==> src/sv/ptla_pkg.sv <==
`timescale 1ns / 1ps
`default_nettype none
// ----------------------------------------------------------------------------
// ptla_pkg
// Shared types and request codes for the page table with LRU ages.
// ----------------------------------------------------------------------------
package ptla_pkg;

  // Request codes carried on req_type_i
  localparam logic [1:0] REQ_INSERT = 2'd0;
  localparam logic [1:0] REQ_LOOKUP = 2'd1;
  localparam logic [1:0] REQ_EVICT  = 2'd2;

  // Sequencer states
  typedef enum logic [2:0] {
    ST_IDLE,
    ST_SCAN,
    ST_PICK,
    ST_FETCH,
    ST_RESP
  } ptla_state_e;

  // Command broadcast from the sequencer to every cell
  typedef struct packed {
    logic touch;       // make the addressed entry newest, age the others
    logic make_valid;  // mark the addressed entry valid
    logic kill;        // invalidate the addressed entry
  } ptla_cmd_t;

endpackage : ptla_pkg
`default_nettype wire

==> src/sv/ptla_ram.sv <==
`timescale 1ns / 1ps
`default_nettype none
// ----------------------------------------------------------------------------
// ptla_ram
// Generic single write port, single read port RAM with registered read data.
// ----------------------------------------------------------------------------
module ptla_ram #(
  parameter int WIDTH = 16,
  parameter int DEPTH = 64
) (
  input  wire logic                     clk_i,
  input  wire logic                     we_i,
  input  wire logic [$clog2(DEPTH)-1:0] waddr_i,
  input  wire logic [WIDTH-1:0]         wdata_i,
  input  wire logic                     re_i,
  input  wire logic [$clog2(DEPTH)-1:0] raddr_i,
  output logic      [WIDTH-1:0]         rdata_o
);

  logic [WIDTH-1:0] mem_q [DEPTH];
  logic [WIDTH-1:0] rdata_q;

  // Write port
  always_ff @(posedge clk_i) begin
    if (we_i) begin
      mem_q[waddr_i] <= wdata_i;
    end
  end

  // Registered read port
  always_ff @(posedge clk_i) begin
    if (re_i) begin
      rdata_q <= mem_q[raddr_i];
    end
  end

  assign rdata_o = rdata_q;

endmodule : ptla_ram
`default_nettype wire

==> src/sv/ptla_cell.sv <==
`timescale 1ns / 1ps
`default_nettype none
// ----------------------------------------------------------------------------
// ptla_cell
// One table entry: valid mark and saturating age, plus one stage of the
// oldest-entry search chain that runs from index 0 upwards.
// ----------------------------------------------------------------------------
module ptla_cell #(
  parameter int AGE_BITS = 8,
  parameter int IDX_W    = 6,
  parameter int CELL_IDX = 0
) (
  input  wire logic                clk_i,
  input  wire logic                rst_ni,
  input  wire ptla_pkg::ptla_cmd_t cmd_i,
  input  wire logic [IDX_W-1:0]    cmd_idx_i,
  input  wire logic                cand_found_i,
  input  wire logic [AGE_BITS-1:0] cand_age_i,
  input  wire logic [IDX_W-1:0]    cand_idx_i,
  output logic                     cand_found_o,
  output logic [AGE_BITS-1:0]      cand_age_o,
  output logic [IDX_W-1:0]         cand_idx_o,
  output logic                     valid_o
);
  import ptla_pkg::*;

  logic                valid_q, valid_d;
  logic [AGE_BITS-1:0] age_q, age_d;
  logic                found_q, found_d;
  logic [AGE_BITS-1:0] best_age_q, best_age_d;
  logic [IDX_W-1:0]    best_idx_q, best_idx_d;
  logic                mine;
  logic                take_own;

  assign mine = (cmd_idx_i == IDX_W'(CELL_IDX));

  // Entry update: refresh own age on touch, age others, drop on kill
  always_comb begin
    valid_d = valid_q;
    age_d   = age_q;
    if (cmd_i.touch) begin
      if (mine) begin
        age_d = '0;
        if (cmd_i.make_valid) begin
          valid_d = 1'b1;
        end
      end else if (valid_q && (age_q != {AGE_BITS{1'b1}})) begin
        age_d = age_q + 1'b1;
      end
    end
    if (cmd_i.kill && mine) begin
      valid_d = 1'b0;
      age_d   = '0;
    end
  end

  // Search stage: take this entry on a greater or equal age (highest index wins ties)
  assign take_own = valid_q && (!cand_found_i || (age_q >= cand_age_i));

  always_comb begin
    if (take_own) begin
      found_d    = 1'b1;
      best_age_d = age_q;
      best_idx_d = IDX_W'(CELL_IDX);
    end else begin
      found_d    = cand_found_i;
      best_age_d = cand_age_i;
      best_idx_d = cand_idx_i;
    end
  end

  always_ff @(posedge clk_i or negedge rst_ni) begin
    if (!rst_ni) begin
      valid_q <= 1'b0;
      age_q   <= '0;
      found_q <= 1'b0;
    end else begin
      valid_q <= valid_d;
      age_q   <= age_d;
      found_q <= found_d;
    end
  end

  // Candidate payload, handed on to the next cell every cycle
  always_ff @(posedge clk_i) begin
    best_age_q <= best_age_d;
    best_idx_q <= best_idx_d;
  end

  assign cand_found_o = found_q;
  assign cand_age_o   = best_age_q;
  assign cand_idx_o   = best_idx_q;
  assign valid_o      = valid_q;

endmodule : ptla_cell
`default_nettype wire

==> src/sv/page_table_lru_age.sv <==
`timescale 1ns / 1ps
`default_nettype none
// ----------------------------------------------------------------------------
// page_table_lru_age
// Direct-indexed page table with a per-entry LRU age kept in a row of cells
// and page numbers held in a RAM.
//
//   channel   handshake                  payload
//   input     in_valid_i / in_stall_o    req_type_i, page_index_i, phys_page_in_i
//   output    out_valid_o / out_stall_i  hit_o, phys_page_out_o, victim_valid_o,
//                                        eviction_seen_o
//
// Insert and unused codes go straight to the response; lookup first passes a
// fetch state (registered RAM read). For evict the oldest-entry search ripples one
// cell per cycle along the chain, then the victim's page is read from RAM.
// Reset clears all valid marks, ages and the eviction flag at once.
// A stalled output holds the result; one further item is taken and worked
// on meanwhile, its result waiting until the output register frees.
// ----------------------------------------------------------------------------
module page_table_lru_age #(
  parameter int NUM_PAGES = 64,
  parameter int PHYS_BITS = 16,
  parameter int AGE_BITS  = 8
) (
  input  wire logic        clk_i,
  input  wire logic        rst_ni,
  input  wire logic        in_valid_i,
  output logic             in_stall_o,
  input  wire logic [1:0]  req_type_i,
  input  wire logic [5:0]  page_index_i,
  input  wire logic [15:0] phys_page_in_i,
  output logic             out_valid_o,
  input  wire logic        out_stall_i,
  output logic             hit_o,
  output logic [15:0]      phys_page_out_o,
  output logic             victim_valid_o,
  output logic             eviction_seen_o
);
  import ptla_pkg::*;

  localparam int IDX_W = $clog2(NUM_PAGES);

  ptla_state_e state_q, state_d;

  logic                 in_xfer;
  logic                 out_free;
  logic                 in_range;
  logic [IDX_W-1:0]     idx;
  logic                 lookup_hit;

  ptla_cmd_t            cmd;
  logic [IDX_W-1:0]     cmd_idx;
  logic [NUM_PAGES-1:0] valid_vec;

  logic                 cand_found [NUM_PAGES+1];
  logic [AGE_BITS-1:0]  cand_age   [NUM_PAGES+1];
  logic [IDX_W-1:0]     cand_idx   [NUM_PAGES+1];

  logic                 ram_we;
  logic                 ram_re;
  logic [IDX_W-1:0]     ram_raddr;
  logic [PHYS_BITS-1:0] ram_rdata;

  logic [IDX_W-1:0]     scan_cnt_q, scan_cnt_d;
  logic                 scan_last;
  logic                 sel_q, sel_d;
  logic                 res_hit_q, res_hit_d;
  logic                 res_victim_q, res_victim_d;
  logic [PHYS_BITS-1:0] res_page_q, res_page_d;
  logic                 flag_q, flag_d;

  logic                 out_valid_q, out_valid_d;
  logic                 out_load;
  logic                 out_hit_q;
  logic [15:0]          out_page_q;
  logic                 out_victim_q;
  logic                 out_seen_q;

  // Handshakes
  assign in_stall_o = (state_q != ST_IDLE);
  assign in_xfer    = in_valid_i && !in_stall_o;
  assign out_free   = !out_valid_q || !out_stall_i;

  // Decode the index
  assign in_range   = (32'(page_index_i) < 32'(NUM_PAGES));
  assign idx        = IDX_W'(page_index_i);
  assign lookup_hit = in_range && valid_vec[idx];
  assign scan_last  = (scan_cnt_q == IDX_W'(NUM_PAGES - 1));

  // Row of entry cells
  assign cand_found[0] = 1'b0;
  assign cand_age[0]   = '0;
  assign cand_idx[0]   = '0;

  for (genvar g = 0; g < NUM_PAGES; g++) begin : g_cell
    ptla_cell #(
      .AGE_BITS (AGE_BITS),
      .IDX_W    (IDX_W),
      .CELL_IDX (g)
    ) u_cell (
      .clk_i        (clk_i),
      .rst_ni       (rst_ni),
      .cmd_i        (cmd),
      .cmd_idx_i    (cmd_idx),
      .cand_found_i (cand_found[g]),
      .cand_age_i   (cand_age[g]),
      .cand_idx_i   (cand_idx[g]),
      .cand_found_o (cand_found[g+1]),
      .cand_age_o   (cand_age[g+1]),
      .cand_idx_o   (cand_idx[g+1]),
      .valid_o      (valid_vec[g])
    );
  end

  // Page number store
  ptla_ram #(
    .WIDTH (PHYS_BITS),
    .DEPTH (NUM_PAGES)
  ) u_ram (
    .clk_i   (clk_i),
    .we_i    (ram_we),
    .waddr_i (idx),
    .wdata_i (PHYS_BITS'(phys_page_in_i)),
    .re_i    (ram_re),
    .raddr_i (ram_raddr),
    .rdata_o (ram_rdata)
  );

  // Next state
  always_comb begin
    state_d = state_q;
    case (state_q)
      ST_IDLE: begin
        if (in_xfer) begin
          case (req_type_i)
            REQ_LOOKUP: state_d = ST_FETCH;
            REQ_EVICT:  state_d = ST_SCAN;
            default:    state_d = ST_RESP;
          endcase
        end
      end
      ST_SCAN: begin
        if (scan_last) begin
          state_d = ST_PICK;
        end
      end
      ST_PICK:  state_d = ST_FETCH;
      ST_FETCH: state_d = ST_RESP;
      ST_RESP: begin
        if (out_free) begin
          state_d = ST_IDLE;
        end
      end
      default:  state_d = ST_IDLE;
    endcase
  end

  // Sequencer outputs: cell commands, RAM access, result staging
  always_comb begin
    cmd          = '0;
    cmd_idx      = idx;
    ram_we       = 1'b0;
    ram_re       = 1'b0;
    ram_raddr    = idx;
    scan_cnt_d   = scan_cnt_q;
    sel_d        = sel_q;
    res_hit_d    = res_hit_q;
    res_victim_d = res_victim_q;
    res_page_d   = res_page_q;
    flag_d       = flag_q;
    out_load     = 1'b0;
    case (state_q)
      ST_IDLE: begin
        if (in_xfer) begin
          res_hit_d    = 1'b0;
          res_victim_d = 1'b0;
          res_page_d   = '0;
          sel_d        = 1'b0;
          scan_cnt_d   = '0;
          case (req_type_i)
            REQ_INSERT: begin
              if (in_range) begin
                ram_we         = 1'b1;
                cmd.touch      = 1'b1;
                cmd.make_valid = 1'b1;
              end
            end
            REQ_LOOKUP: begin
              res_hit_d = lookup_hit;
              sel_d     = lookup_hit;
              ram_re    = lookup_hit;
              cmd.touch = lookup_hit;
            end
            default: begin
            end
          endcase
        end
      end
      ST_SCAN: begin
        scan_cnt_d = scan_cnt_q + 1'b1;
      end
      ST_PICK: begin
        cmd_idx      = cand_idx[NUM_PAGES];
        ram_raddr    = cand_idx[NUM_PAGES];
        res_victim_d = cand_found[NUM_PAGES];
        sel_d        = cand_found[NUM_PAGES];
        if (cand_found[NUM_PAGES]) begin
          cmd.kill = 1'b1;
          ram_re   = 1'b1;
          flag_d   = 1'b1;
        end
      end
      ST_FETCH: begin
        res_page_d = sel_q ? ram_rdata : '0;
      end
      ST_RESP: begin
        out_load = out_free;
      end
      default: begin
      end
    endcase
  end

  // Output register: load on a free slot, drop after the transfer
  always_comb begin
    out_valid_d = out_valid_q;
    if (out_load) begin
      out_valid_d = 1'b1;
    end else if (out_valid_q && !out_stall_i) begin
      out_valid_d = 1'b0;
    end
  end

  always_ff @(posedge clk_i or negedge rst_ni) begin
    if (!rst_ni) begin
      state_q     <= ST_IDLE;
      flag_q      <= 1'b0;
      out_valid_q <= 1'b0;
    end else begin
      state_q     <= state_d;
      flag_q      <= flag_d;
      out_valid_q <= out_valid_d;
    end
  end

  // Hold the working and result payload
  always_ff @(posedge clk_i) begin
    scan_cnt_q   <= scan_cnt_d;
    sel_q        <= sel_d;
    res_hit_q    <= res_hit_d;
    res_victim_q <= res_victim_d;
    res_page_q   <= res_page_d;
    if (out_load) begin
      out_hit_q    <= res_hit_q;
      out_page_q   <= 16'(res_page_q);
      out_victim_q <= res_victim_q;
      out_seen_q   <= flag_q;
    end
  end

  assign out_valid_o     = out_valid_q;
  assign hit_o           = out_hit_q;
  assign phys_page_out_o = out_page_q;
  assign victim_valid_o  = out_victim_q;
  assign eviction_seen_o = out_seen_q;

endmodule : page_table_lru_age
`default_nettype wire
==> config.mk <==
export PLATFORM = sky130hd
export DESIGN_NAME = page_table_lru_age
export DESIGN_NICKNAME = d
export VERILOG_FILES = /design/src/sv/ptla_pkg.sv /design/src/sv/ptla_ram.sv /design/src/sv/ptla_cell.sv /design/src/sv/page_table_lru_age.sv
export SDC_FILE = /design/constraint.sdc
export NUM_CORES = 2
export LEC_CHECK = 0
export BUFFER_PORTS_ARGS = -buffer_cell sky130_fd_sc_hd__buf_2
export CAP_MARGIN = 40
export CORE_ASPECT_RATIO = 2
export CORE_MARGIN = 1
export CORE_UTILIZATION = 45
export DETAILED_ROUTE_END_ITERATION = 10
export PLACE_DENSITY = 0.7
export SLEW_MARGIN = 10
export SYNTH_ARGS = -nofsm -noshare
export SYNTH_HDL_FRONTEND = slang
export SYNTH_HIERARCHICAL = 1
export SYNTH_SLANG_ARGS = --single-unit
==> constraint.sdc <==
create_clock -name clk_i -period 13.75 [get_ports clk_i]
set_input_delay 0.6875 -clock clk_i [delete_from_list [all_inputs] [get_ports clk_i]]
set_output_delay 0.6875 -clock clk_i [all_outputs]
set_load 0.05 [all_outputs]
==> results <==
- The flow ran to the end, and the final reports show no timing, DRC or antenna violations.
- In the layout the commonest cells are sky130_fd_sc_hd__edfxtp_1 (1084), sky130_fd_sc_hd__inv_1 (960), sky130_fd_sc_hd__dfxtp_1 (888).
- The die height is between 700 and 800 um.
- The sum of routed wire length over all layers is approximately 310 mm.
- The H-tree generated during clock tree synthesis spans 4 levels.
- After clock tree synthesis, the clock-pin slew on the worst setup and hold paths is 70 ps.
- The final net count is about 11000.
- The length of the first detailed-routing pass in iterations is 6.
- Setup repair after global routing left no endpoint under its margin.
- The cell with the largest stage delay on the worst path is sky130_fd_sc_hd__dfrtp_1.
- The buffer depth of the longest clock path is 4.
- Of all nets on the critical path, the largest fanout is approximately 130.
- The total of max-cap violations is 0.
- Broken down by cell family, the worst path's largest delay share belongs to compound AO/OA/AOI/OAI gates.
- The number of design rule violations left after detail routing is 0.
- After detailed routing, the average wire length per cell comes to ~23 um.
- The worst register-to-register path begins at g_cell[5].u_cell/valid_o.
- The clock tree root driver cell is sky130_fd_sc_hd__clkbuf_16.
- The area of the core is ~0.27 mm^2.
- STA puts the critical path data required time at 14510 ps.
- Across the routed clock network, the largest skew measured is 126 ps.
- In this run the tightest slew margin relative to its limit is between 30% and 40%.
- After detailed placement, the design holds a cell count of ~13000.
- The final count of negative-setup-slack endpoints is 0.
- Cells with a size suffix above 1 make up roughly 17% of the layout.
- The clock sink count is roughly 2600.
- The final number of hold-violating endpoints is 0.
- In this run the worst hold path is classified as primary input to register.
- The largest single stage delay on the critical path is about 830 ps.
- The signal on the critical path passes through mux4_1 > mux2i_1 > a221oi_1 > a22oi_2 > o21bai_4 > buf_4 > buf_12 > inv_1 > a31o_4 > or4_4 > o211ai_2.
- The post-route setup TNS is 0 ps.
- The combined area of all synthesized cells is approximately 0.12 mm^2.
- Summing all multi-input logic gate instances after layout gives around 0.05 mm^2.
- The worst hold path begins at in_valid_i.
- Compared with the post-synthesis result, the final layout area differs by 10.1%.
- The standard-cell row count is 271.
- The routed via count is 81600.
- Pin placement for this block handled slightly below 50 I/O pins.
- The number of filler instances in the final layout is around 23000.
- At the later pin of the worst-skew pair, clock insertion delay measures around 940 ps.
- The maximum number of pins on one net before global-route repair is between 100 and 150.
- The die footprint is between 0.2 and 0.3 mm^2.
- The number of buffers and inverters on the critical path is 3.
- For this run, the number of Yosys warnings is 6.
- The worst setup path is launched from a register.
- Dividing the final minimum period by the clock period gives 37.1%.
- The number of pins with negative max-slew slack in the final report is 0.
- The setup path with the least slack is of type register to register.
- The count of mapped cells out of synthesis is between 9000 and 10000.
- Buffers placed on the I/O ports in this run total 48.
- The initial utilization of the core area, before any placement, comes to between 40% and 50%.
- The launching element of the worst setup path is g_cell[5].u_cell/valid_o.
- For this design the static power due to leakage is around 54 nW.
- The TritonCTS clock tree is done.
- The post-route antenna net violation count is 0.
- The initial antenna violation count is 21.
- The DRC violation total after the first TritonRoute iteration is roughly 6100.
- The maximum clock frequency is roughly 0.20 GHz.
- The via count of the first global-routing pass was around 85000.
- The die is between 300 and 400 um wide.
- For the finished layout, the period the worst path requires is between 5000 and 6000 ps.
- The average cell area after synthesis is roughly 12 um^2.
- STA classifies the critical path endpoint as a register.
- Routability-driven placement finished with a final weighted congestion of around 0.9.
- The global-route congestion overflow total is 0.
- The sequential standard cell area is 0.0665 mm^2.
- The transition time of the tightest slew-check pin is around 1000 ps.
- The slack of the worst reg-to-reg path is 8650 ps.
- Leaving out fill and tap cells, the most frequent cell in the layout is sky130_fd_sc_hd__edfxtp_1.
- The wire-length estimate of the detail-placed layout is ~220 mm.
- The power per unit of standard cell area is between 100 and 150 mW/mm^2.
- The first global-routing pass estimated 482 mm of wire.
- The mean number of vias per cell is 5.89.
- Leaving out filler cells and counting taps, the final layout contains approximately 14000.
- The number of buffers created by CTS is 228.
- For this run, the total global-route usage over all layers was measured as between 20% and 30%.
- For the worst setup path, the data arrival time is between 5000 and 6000 ps.
- VDD sags by at most around 0.00012 V.
==> final cells by class <==
type / instances / share of cell area, %
inverter: 964 / 2.68
sequential: 2617 / 49.1
clock buffer: 301 / 4.78
multi-input combinational: 6107 / 37.8
tap: 3549 / 3.28
clock inverter: 118 / 0.888
timing repair buffer: 202 / 1.43
antenna: 9 / 0.0166
==> state kept, by name (all words and copies together) (netlist names) <==
| register | count |
|---|---|
| flag_q | 1 |
| scan_cnt_q | 6 |
| hit_o | 1 |
| eviction_seen_o | 1 |
| res_page_q | 16 |
| g_cell.u_cell/age_q | 512 |
| u_ram/mem_q | 1024 |
| res_victim_q | 1 |
| g_cell.u_cell/valid_o | 64 |
| u_ram/rdata_o | 16 |
| sel_q | 1 |
| g_cell.u_cell/cand_age_o | 504 |
| state_q | 3 |
| g_cell.u_cell/cand_found_o | 64 |
| victim_valid_o | 1 |
| g_cell.u_cell/cand_idx_o | 384 |
| out_valid_o | 1 |
| phys_page_out_o | 16 |
| res_hit_q | 1 |
==> worst paths after layout <==
kind	endpoint	cells past startpoint
min in group asynchronous	g_cell[33].u_cell/age_q[3]	2
worst min register to register	g_cell[57].u_cell/cand_idx_o[3]	1
worst max-delay path	g_cell[58].u_cell/age_q[4]	11
max in group asynchronous	g_cell[55].u_cell/age_q[6]	6
worst min-delay path	state_q[2]	2
worst max register to register	g_cell[58].u_cell/age_q[4]	11
==> per-layer routing <==
layer / up-vias / track usage (%) / part of all wire [%]
met3: 988 / 3.16 / 5.3
met2: 2706 / 42.9 / 54
met1: 40700 / 22.4 / 33
met5: - / 0 / 0.029
li1: 37200 / - / -
met4: 14 / 14.2 / 6.9
==> where the power goes <==
part,total (W),internal (W),switching [W],leakage (nW)
Sequential,0.00899,0.00861,0.000384,24.8
Clock,0.00663,0.00368,0.00295,3.73
Combinational,0.00328,0.00124,0.00204,25.4
Total,0.0189,0.0135,0.00537,53.9
==> worst reg2reg max path, delay by kind of cell (launching register included) <==
kind	cells	cell delay, ps
muxes	2	550
AOI/OAI and AO/OA	5	1670
DFF	1	830
and+or+nand+nor	1	510
buffers and inverters	3	1420
==> timing repair <==
item	4_1_cts	5_1_grt
resized for setup	0	0
hold endpoints to repair	103	0
setup buffers	0	0
hold buffers	2	0
==> metrics by stage <==
stage	worst slack, ps	area (um^2)	utilization [%]	hold slack, ps	total power (W)
2_1_floorplan	361	123000	-	386	0.0113
3_3_place_gp	8290	127000	46.6	389	0.0123
3_5_place_dp	8310	128000	46.9	392	0.0124
4_1_cts	8760	135000	49.7	1.97	0.0190
5_1_grt	8500	135000	49.8	32.4	0.0196
6_report	8650	135000	49.8	62.6	0.0189
Note: power is estimated with default switching activity, not from simulation.
